==> src/hw/rtl/mbb_pkg.sv <==
package mbb_pkg;

  localparam int unsigned MAX_WIDTH  = 1024;
  localparam int unsigned MAX_HEIGHT = 1024;
  localparam int unsigned SIZE_W     = 11;
  localparam int unsigned ROW_OUT_W  = 10;
  localparam int unsigned BYTE_W     = 8;
  localparam int unsigned IDX_W      = 2;

  typedef logic [SIZE_W-1:0]    size_t;
  typedef logic [BYTE_W-1:0]    pix_byte_t;
  typedef logic [ROW_OUT_W-1:0] row_out_t;
  typedef logic [IDX_W-1:0]     reg_idx_t;
  typedef logic [2:0]           bit_pos_t;

  localparam reg_idx_t REG_IMAGE_WIDTH  = IDX_W'(0);
  localparam reg_idx_t REG_IMAGE_HEIGHT = IDX_W'(1);

  localparam size_t RESET_WIDTH  = SIZE_W'(1024);
  localparam size_t RESET_HEIGHT = SIZE_W'(1024);
  localparam size_t LIMIT_WIDTH  = SIZE_W'(MAX_WIDTH);
  localparam size_t LIMIT_HEIGHT = SIZE_W'(MAX_HEIGHT);
  localparam size_t BYTE_STEP    = SIZE_W'(BYTE_W);

  typedef struct packed {
    logic step;
    logic restart;
  } trk_ctrl_t;

  typedef struct packed {
    size_t    box_x;
    row_out_t box_y;
    size_t    box_width;
    row_out_t box_height;
    logic     box_found;
  } box_t;

  function automatic size_t clamp_size(size_t v, size_t hi);
    size_t r;
    if (v == '0) begin
      r = SIZE_W'(1);
    end else if (v > hi) begin
      r = hi;
    end else begin
      r = v;
    end
    return r;
  endfunction

  // Highest set bit, which is the leftmost opaque pixel of the byte.
  function automatic bit_pos_t msb_pos(pix_byte_t b);
    bit_pos_t p;
    p = '0;
    for (int k = 0; k < BYTE_W; k++) begin
      if (b[k]) begin
        p = bit_pos_t'(k);
      end
    end
    return p;
  endfunction

  // Lowest set bit, which is the rightmost opaque pixel of the byte.
  function automatic bit_pos_t lsb_pos(pix_byte_t b);
    bit_pos_t p;
    p = '1;
    for (int k = BYTE_W - 1; k >= 0; k--) begin
      if (b[k]) begin
        p = bit_pos_t'(k);
      end
    end
    return p;
  endfunction

endpackage

==> src/hw/rtl/mbb_cfg_if.sv <==
interface mbb_cfg_if import mbb_pkg::*; ();
  logic     valid;
  logic     ready;
  reg_idx_t index;
  size_t    data;

  modport source (output valid, output index, output data, input ready);
  modport sink (input valid, input index, input data, output ready);
endinterface

==> src/hw/rtl/mbb_in_if.sv <==
interface mbb_in_if import mbb_pkg::*; ();
  logic      valid;
  logic      ready;
  pix_byte_t mask_byte;
  logic      last_byte;

  modport source (output valid, output mask_byte, output last_byte, input ready);
  modport sink (input valid, input mask_byte, input last_byte, output ready);
endinterface

==> src/hw/rtl/mbb_out_if.sv <==
interface mbb_out_if import mbb_pkg::*; ();
  logic     valid;
  logic     ready;
  size_t    box_x;
  row_out_t box_y;
  size_t    box_width;
  row_out_t box_height;
  logic     box_found;

  modport source (
    output valid, output box_x, output box_y, output box_width,
    output box_height, output box_found, input ready
  );
  modport sink (
    input valid, input box_x, input box_y, input box_width,
    input box_height, input box_found, output ready
  );
endinterface

==> src/hw/rtl/mbb_track.sv <==
module mbb_track import mbb_pkg::*; (
  input  logic      clk,
  input  logic      rst,
  input  trk_ctrl_t ctrl,
  input  pix_byte_t mask_byte,
  input  size_t     width_eff,
  input  size_t     height_eff,
  output box_t      box_next
);

  size_t column_pos;
  size_t row_pos;
  size_t left_min;
  size_t top_min;
  size_t right_max;
  size_t bottom_max;

  size_t column_pos_next;
  size_t row_pos_next;
  size_t left_min_next;
  size_t top_min_next;
  size_t right_max_next;
  size_t bottom_max_next;

  logic     in_image;
  logic     hit;
  logic     wrap;
  bit_pos_t left_off;
  bit_pos_t right_off;
  size_t    xl;
  size_t    xr;
  size_t    col_sum;
  logic     found;

  always_comb begin
    in_image  = row_pos < height_eff;
    hit       = in_image && (mask_byte != '0);
    left_off  = ~msb_pos(mask_byte);
    right_off = ~lsb_pos(mask_byte);
    xl        = column_pos + size_t'(left_off);
    xr        = column_pos + size_t'(right_off);
    col_sum   = column_pos + BYTE_STEP;
    wrap      = col_sum >= width_eff;

    left_min_next   = (hit && xl < left_min) ? xl : left_min;
    right_max_next  = (hit && xr > right_max) ? xr : right_max;
    top_min_next    = (hit && row_pos < top_min) ? row_pos : top_min;
    bottom_max_next = (hit && row_pos > bottom_max) ? row_pos : bottom_max;

    column_pos_next = column_pos;
    row_pos_next    = row_pos;
    if (in_image) begin
      if (wrap) begin
        column_pos_next = '0;
        row_pos_next    = row_pos + SIZE_W'(1);
      end else begin
        column_pos_next = col_sum;
      end
    end

    found = (left_min_next <= right_max_next) && (top_min_next <= bottom_max_next);
    if (found) begin
      box_next.box_x      = left_min_next;
      box_next.box_y      = top_min_next[ROW_OUT_W-1:0];
      box_next.box_width  = right_max_next - left_min_next;
      box_next.box_height = row_out_t'(bottom_max_next - top_min_next);
      box_next.box_found  = 1'b1;
    end else begin
      box_next = '0;
    end
  end

  always_ff @(posedge clk) begin
    if (rst) begin
      column_pos <= '0;
      row_pos    <= '0;
      left_min   <= RESET_WIDTH;
      top_min    <= RESET_HEIGHT;
      right_max  <= '0;
      bottom_max <= '0;
    end else if (ctrl.restart) begin
      column_pos <= '0;
      row_pos    <= '0;
      left_min   <= width_eff;
      top_min    <= height_eff;
      right_max  <= '0;
      bottom_max <= '0;
    end else if (ctrl.step) begin
      column_pos <= column_pos_next;
      row_pos    <= row_pos_next;
      left_min   <= left_min_next;
      top_min    <= top_min_next;
      right_max  <= right_max_next;
      bottom_max <= bottom_max_next;
    end
  end

  a_col_in_row: assert property (@(posedge clk) disable iff (rst)
    ctrl.restart || column_pos < width_eff)
    else $error("Column position is outside the row.");

  a_row_bound: assert property (@(posedge clk) disable iff (rst)
    ctrl.restart || row_pos <= height_eff)
    else $error("Row position passed the image height.");

  a_restart_clears: assert property (@(posedge clk) disable iff (rst)
    ctrl.restart |=> column_pos == '0 && row_pos == '0 && right_max == '0 &&
                     bottom_max == '0)
    else $error("Scan state not cleared after restart.");

endmodule

==> src/hw/rtl/mask_bitmap_bounding_box_core.sv <==
// Channel  Dir  Fields                                          Transaction when
// cfg      in   index, data                                     cfg.valid && cfg.ready
// in_ch    in   mask_byte, last_byte                            in_ch.valid && in_ch.ready
// out_ch   out  box_x, box_y, box_width, box_height, box_found  out_ch.valid && out_ch.ready
//
// One mask byte per cycle unless stalled; a last byte goes to s1, its result then to out_box.
// The byte register feeds the scan state update, a pair of priority encoders and 11-bit adds.
// Reset is synchronous and restores both size registers to 1024 and clears the scan.
// in_ch stalls only when a last byte waits behind an output result that is not yet taken.
module mask_bitmap_bounding_box_core import mbb_pkg::*; (
  input logic        clk,
  input logic        rst,
  mbb_cfg_if.sink    cfg,
  mbb_in_if.sink     in_ch,
  mbb_out_if.source  out_ch
);

  size_t     image_width;
  size_t     image_height;
  logic      s1_valid;
  pix_byte_t s1_byte;
  logic      s1_last;
  logic      out_valid;
  box_t      out_box;

  logic      cfg_write;
  logic      wr_width;
  logic      wr_height;
  size_t     width_sel;
  size_t     height_sel;
  size_t     width_eff;
  size_t     height_eff;
  logic      stall;
  logic      advance;
  logic      out_load;
  trk_ctrl_t trk_ctrl;
  box_t      box_next;

  always_comb begin
    cfg_write  = cfg.valid && cfg.ready;
    wr_width   = cfg_write && (cfg.index == REG_IMAGE_WIDTH);
    wr_height  = cfg_write && (cfg.index == REG_IMAGE_HEIGHT);
    width_sel  = wr_width ? cfg.data : image_width;
    height_sel = wr_height ? cfg.data : image_height;
    width_eff  = clamp_size(width_sel, LIMIT_WIDTH);
    height_eff = clamp_size(height_sel, LIMIT_HEIGHT);

    stall    = s1_valid && s1_last && out_valid && !out_ch.ready;
    advance  = s1_valid && !stall;
    out_load = advance && s1_last;

    trk_ctrl.step    = advance;
    trk_ctrl.restart = out_load || wr_width || wr_height;
  end

  assign cfg.ready   = 1'b1;
  assign in_ch.ready = !stall;

  mbb_track u_track (
    .clk        (clk),
    .rst        (rst),
    .ctrl       (trk_ctrl),
    .mask_byte  (s1_byte),
    .width_eff  (width_eff),
    .height_eff (height_eff),
    .box_next   (box_next)
  );

  always_ff @(posedge clk) begin
    if (rst) begin
      image_width  <= RESET_WIDTH;
      image_height <= RESET_HEIGHT;
      s1_valid     <= 1'b0;
      out_valid    <= 1'b0;
    end else begin
      if (wr_width) begin
        image_width <= cfg.data;
      end
      if (wr_height) begin
        image_height <= cfg.data;
      end
      if (in_ch.ready) begin
        s1_valid <= in_ch.valid;
      end
      if (out_load) begin
        out_valid <= 1'b1;
      end else if (out_ch.ready) begin
        out_valid <= 1'b0;
      end
    end
  end

  always_ff @(posedge clk) begin
    if (in_ch.valid && in_ch.ready) begin
      s1_byte <= in_ch.mask_byte;
      s1_last <= in_ch.last_byte;
    end
    if (out_load) begin
      out_box <= box_next;
    end
  end

  assign out_ch.valid      = out_valid;
  assign out_ch.box_x      = out_box.box_x;
  assign out_ch.box_y      = out_box.box_y;
  assign out_ch.box_width  = out_box.box_width;
  assign out_ch.box_height = out_box.box_height;
  assign out_ch.box_found  = out_box.box_found;

  a_result_source: assert property (@(posedge clk) disable iff (rst)
    $rose(out_valid) |-> $past(s1_valid && s1_last))
    else $error("Result raised without a last byte in the byte register.");

  a_stall_holds: assert property (@(posedge clk) disable iff (rst)
    stall |=> s1_valid && s1_last && $stable(s1_byte))
    else $error("Byte register changed while stalled.");

  a_empty_box: assert property (@(posedge clk) disable iff (rst)
    out_valid && !out_box.box_found |-> out_box.box_x == '0 && out_box.box_width == '0)
    else $error("Empty result carries a nonzero box.");

endmodule
==> src/flat_wrapper.sv <==
// flat-port wrapper written by rule: the top's interface ports become plain ports
module mask_bitmap_bounding_box_core_flat import mbb_pkg::*;
  (clk, rst, cfg_valid, cfg_index, cfg_data, cfg_ready, in_ch_valid, in_ch_mask_byte, in_ch_last_byte, in_ch_ready, out_ch_valid, out_ch_box_x, out_ch_box_y, out_ch_box_width, out_ch_box_height, out_ch_box_found, out_ch_ready);
  mbb_cfg_if cfg_i ();
  mbb_in_if in_ch_i ();
  mbb_out_if out_ch_i ();
  input logic clk;
  input logic rst;
  input wire logic [$bits(cfg_i.valid)-1:0] cfg_valid;
  input wire logic [$bits(cfg_i.index)-1:0] cfg_index;
  input wire logic [$bits(cfg_i.data)-1:0] cfg_data;
  output wire logic [$bits(cfg_i.ready)-1:0] cfg_ready;
  input wire logic [$bits(in_ch_i.valid)-1:0] in_ch_valid;
  input wire logic [$bits(in_ch_i.mask_byte)-1:0] in_ch_mask_byte;
  input wire logic [$bits(in_ch_i.last_byte)-1:0] in_ch_last_byte;
  output wire logic [$bits(in_ch_i.ready)-1:0] in_ch_ready;
  output wire logic [$bits(out_ch_i.valid)-1:0] out_ch_valid;
  output wire logic [$bits(out_ch_i.box_x)-1:0] out_ch_box_x;
  output wire logic [$bits(out_ch_i.box_y)-1:0] out_ch_box_y;
  output wire logic [$bits(out_ch_i.box_width)-1:0] out_ch_box_width;
  output wire logic [$bits(out_ch_i.box_height)-1:0] out_ch_box_height;
  output wire logic [$bits(out_ch_i.box_found)-1:0] out_ch_box_found;
  input wire logic [$bits(out_ch_i.ready)-1:0] out_ch_ready;
  assign cfg_i.valid = cfg_valid;
  assign cfg_i.index = cfg_index;
  assign cfg_i.data = cfg_data;
  assign cfg_ready = cfg_i.ready;
  assign in_ch_i.valid = in_ch_valid;
  assign in_ch_i.mask_byte = in_ch_mask_byte;
  assign in_ch_i.last_byte = in_ch_last_byte;
  assign in_ch_ready = in_ch_i.ready;
  assign out_ch_valid = out_ch_i.valid;
  assign out_ch_box_x = out_ch_i.box_x;
  assign out_ch_box_y = out_ch_i.box_y;
  assign out_ch_box_width = out_ch_i.box_width;
  assign out_ch_box_height = out_ch_i.box_height;
  assign out_ch_box_found = out_ch_i.box_found;
  assign out_ch_i.ready = out_ch_ready;
  mask_bitmap_bounding_box_core u_core (.clk(clk), .rst(rst), .cfg(cfg_i), .in_ch(in_ch_i), .out_ch(out_ch_i));
endmodule
==> config.mk <==
export PLATFORM = sky130hd
export DESIGN_NAME = mask_bitmap_bounding_box_core_flat
export DESIGN_NICKNAME = d
export VERILOG_FILES = /design/src/hw/rtl/mbb_pkg.sv /design/src/hw/rtl/mbb_cfg_if.sv /design/src/hw/rtl/mbb_in_if.sv /design/src/hw/rtl/mbb_out_if.sv /design/src/hw/rtl/mbb_track.sv /design/src/hw/rtl/mask_bitmap_bounding_box_core.sv /design/src/flat_wrapper.sv
export SDC_FILE = /design/constraint.sdc
export NUM_CORES = 1
export LEC_CHECK = 0
export BUFFER_PORTS_ARGS = -buffer_cell sky130_fd_sc_hd__buf_2
export CAP_MARGIN = 25
export CORE_AREA = 3 3 156 158
export CTS_CLUSTER_SIZE = 10
export DETAILED_ROUTE_END_ITERATION = 6
export DIE_AREA = 0 0 159 161
export SYNTH_ARGS = -nofsm -noshare
export SYNTH_HDL_FRONTEND = slang
export SYNTH_HIERARCHICAL = 1
export SYNTH_SLANG_ARGS = --single-unit
==> constraint.sdc <==
create_clock -name clk -period 7.36 [get_ports clk]
set_input_delay 1.472 -clock clk [delete_from_list [all_inputs] [get_ports clk]]
set_output_delay 1.472 -clock clk [all_outputs]
set_load 0.02 [all_outputs]
==> reports/metrics.yaml <==
core_area_sq_um: 23300
cts_max_level: 4
power_density_nw_per_um2: 210
via_per_inst: 5.20
postCtsHoldBufs: 0
hold_path.startpoint: "u_core/u_track/right_max[7]"
hold_viol_final: 0
synth_seq_area_share: 0.361
fin_crit_ps: 6580
path_buf_inv: 4
cts.sinks: 139
netlist_instances: 1025
grt_pass1_wl_um: 35600
root_buffer: "clkbuf_16"
grt-ovfl-total: 0
worstPathMaxFanout: 20
grtUsageTotal: 0.171
grt_pass1_vias: 6899
finalSetupViolCount: 0
synth_edf_count: 52
cap_violations: 0
period_share: 0.894
synth_compound_area_frac: 0.142
synthXorXnorAreaFrac: 0.0326
clock.fmax_mhz: 152
start_kind: "primary input"
p_leak_nw: 4.47
cpLargestDelayFamily: "simple AND/OR/NAND/NOR gates"
yosysUniqueCellTypes: 71
firstDrtPassIters: 5
synth.area.top_cells: "dfxtp_1 (19%), edfxtp_1 (17%), ha_1 (13%), mux2i_1 (7.7%), nor2_1 (5.9%)"
synth-simple-area-share: 0.176
hp-class: "flop to flop"
postRouteAntennaNets: 0
tightest_slew_ps: 979
yosysWarnings: 6
clk_latency_ps: 420
whs_ps: 476
gp_congestion: 0.863
cts_tree: "done"
async_flop_share: 0
port_buffers: 71
layout_commonest_cell: "nor2_1"
post_cts_resized: 0
tns_ps: 0
synthAdderAreaFrac: 0.134
hold-path-endpoint: "u_core/u_track/right_max[7]"
arrival_ps: 6730
slew_headroom: 0.344
synthFlopType: "dfxtp_1"
muxShareOfSynthArea: 0.0824
end_kind: "flop"
netlist.area_leader.share: 0.190
grt_max_degree: 54
ys_ff_latch: 139
rows: 56
cp.required_ps: 7510
synth_area_sq_um: 9150
chipWidth_um: 159
drive_gt1_frac: 0.130
r2r-end: "u_core/out_ch.box_x[1]"
r2r_slack_ps: 1960
synth_area_leader_cell: "dfxtp_1"
cts_buffers: 17
cp_slowest_cell: "nor3b_2"
vias: 7291
clock_skew_ps: 12.3
die_h_um: 161
antenna_found_initial: 0
dieArea_sq_um: 25600
synth_top_family_by_area: "simple AND/OR/NAND/NOR gates"
cts_setup_buffers: 0
drt_iter0_drc: 441
syn_avg_cell_area_sq_um: 8.92
nets: 1195
antenna_cells: 0
most-common-layout-cells: "nor2_1 (142), inv_1 (95), ha_1 (95), dfxtp_1 (87), buf_2 (71)"
syn_to_final_growth_pct: 12.7
path_common_cell: "nor2_1"
slowest_delay_ps: 570
r2r-start: "u_core/image_height[2]"
dp_hpwl_um: 16600
clockBufferDepth: 2
path_cells: "buf_2 -> nand3b_4 -> mux2_4 -> nor2_1 -> inv_1 -> ha_1 -> nand4_2 -> nor3_1 -> nor3_2 -> and4_1 -> nor3b_2 -> mux2i_1 -> inv_1 -> ha_1 -> o21ai_0 -> a21oi_1 -> nor2_1 -> o21ai_0 -> a221oi_1 -> o221ai_4 -> buf_4 -> nor2_1"
max-vdd-ir-drop_v: 0.000139
drc_errors: 0
clkTransAtPathRegs_ps: 70
crit_type: "primary input to flop"
r2r_cells: 21
rsz0062_at_grt: "false"
io_pins: 73
status: "complete, no violations"
initial_core_util: 0.393
avgRoutedWirePerCell_um: 15.6
holdPathStages: 2
wl_um: 22000
report.final.slew_viol_count: 0
==> cells by family (layout without fill, tap and decap cells) <==
logic type | count (synthesis) | count (layout)
compound gates | 198 | 198
xor+xnor | 34 | 34
fa+ha+maj | 97 | 97
buf+inv | 155 | 213
flops | 139 | 139
mux | 74 | 74
other cells | 2 | 3
simple gates | 326 | 326
==> through the flow <==
stage | std cells | total power [mW] | cell area (sq um) | util | setup WS [ps]
finish | 1403 | 2.16 | 10300 | 0.443 | 780
global route | 1403 | 2.27 | 10300 | 0.443 | 466
CTS | 1403 | 2.18 | 10300 | 0.443 | 804
detailed placement | 1371 | 1.35 | 9740 | 0.419 | 388
global placement | 1370 | 1.35 | 9740 | 0.419 | 512
floorplan | 1026 | 1.23 | 9150 | - | 1330
==> tightest hold or removal path, delay by kind of cell, from the launching register on <==
family | cells | cell delay [ps]
flip-flops | 1 | 310
AO/OA/AOI/OAI | 2 | 120
==> worst max path at each step <==
stage,from,end,cells past startpoint
6_report,cfg_index[1],u_core/out_ch.box_x[1],22
5_1_grt,cfg_index[1],u_core/out_ch.box_x[1],22
4_1_cts,cfg_index[1],u_core/out_ch.box_x[1],22
3_5_place_dp,cfg_index[1],u_core/out_ch.box_x[0],22
3_3_place_gp,cfg_index[1],u_core/out_ch.box_x[1],22
2_1_floorplan,cfg_index[1],u_core/out_ch.box_found,25
==> registers in the layout, indices dropped and copies added, names as in the netlist, 8 cells and up <==
signal	flops
u_core/u_track/top_min	11
u_core/u_track/row_pos	11
u_core/out_ch.box_height	10
u_core/image_width	11
u_core/u_track/bottom_max	11
u_core/s1_byte	8
u_core/image_height	11
u_core/out_ch.box_width	11
u_core/out_ch.box_x	11
u_core/u_track/column_pos	8
u_core/u_track/right_max	11
u_core/out_ch.box_y	10
u_core/u_track/left_min	11
==> report_power, final <==
| group | leakage, nW | internal, mW | switching, mW | total, mW |
|---|---|---|---|---|
| logic | 3.02 | 0.180 | 0.297 | 0.477 |
| registers | 1.18 | 0.844 | 0.0188 | 0.863 |
| clock network | 0.269 | 0.494 | 0.328 | 0.822 |
==> cell type report <==
cell class	instances	area, sq um
timing repair buffer	85	460
clock inverter	13	128
multi-input combinational	732	5220
tap	319	399
fill	2298	13000
clock buffer	19	433
inverter	96	360
sequential	139	3300
==> cells in the mapped netlist (4+ instances only) <==
master and n:
inv_1 95, or3_1 6, a31oi_1 5, buf_4 5, o31ai_1 11, and2_1 4
nand3_1 35, o21a_1 8, and4_1 4, a21oi_1 57, nand4_1 17, nor2b_1 9
xor2_1 14, clkbuf_1 43, nor4_1 8, nor2_1 143, and3_1 5, nand2b_1 6
dfxtp_1 87, buf_6 6, or2_2 4, mux2i_1 70, edfxtp_1 52, o21bai_1 4
o21ai_0 42, xnor2_1 20, a211oi_1 17, a221oi_1 4, nor3_1 22, a21o_1 14
a211o_1 4, ha_1 95, nand2_1 44, buf_2 5
==> routing by layer <==
metal	share of wire	up-vias	GRT usage
met5	0	-	0
met4	0.012	0	0.0406
met3	0.051	20	0.0395
met2	0.44	175	0.269
met1	0.50	3386	0.241
li1	-	3710	-
No activity file was read; power rests on OpenSTA's default activity.
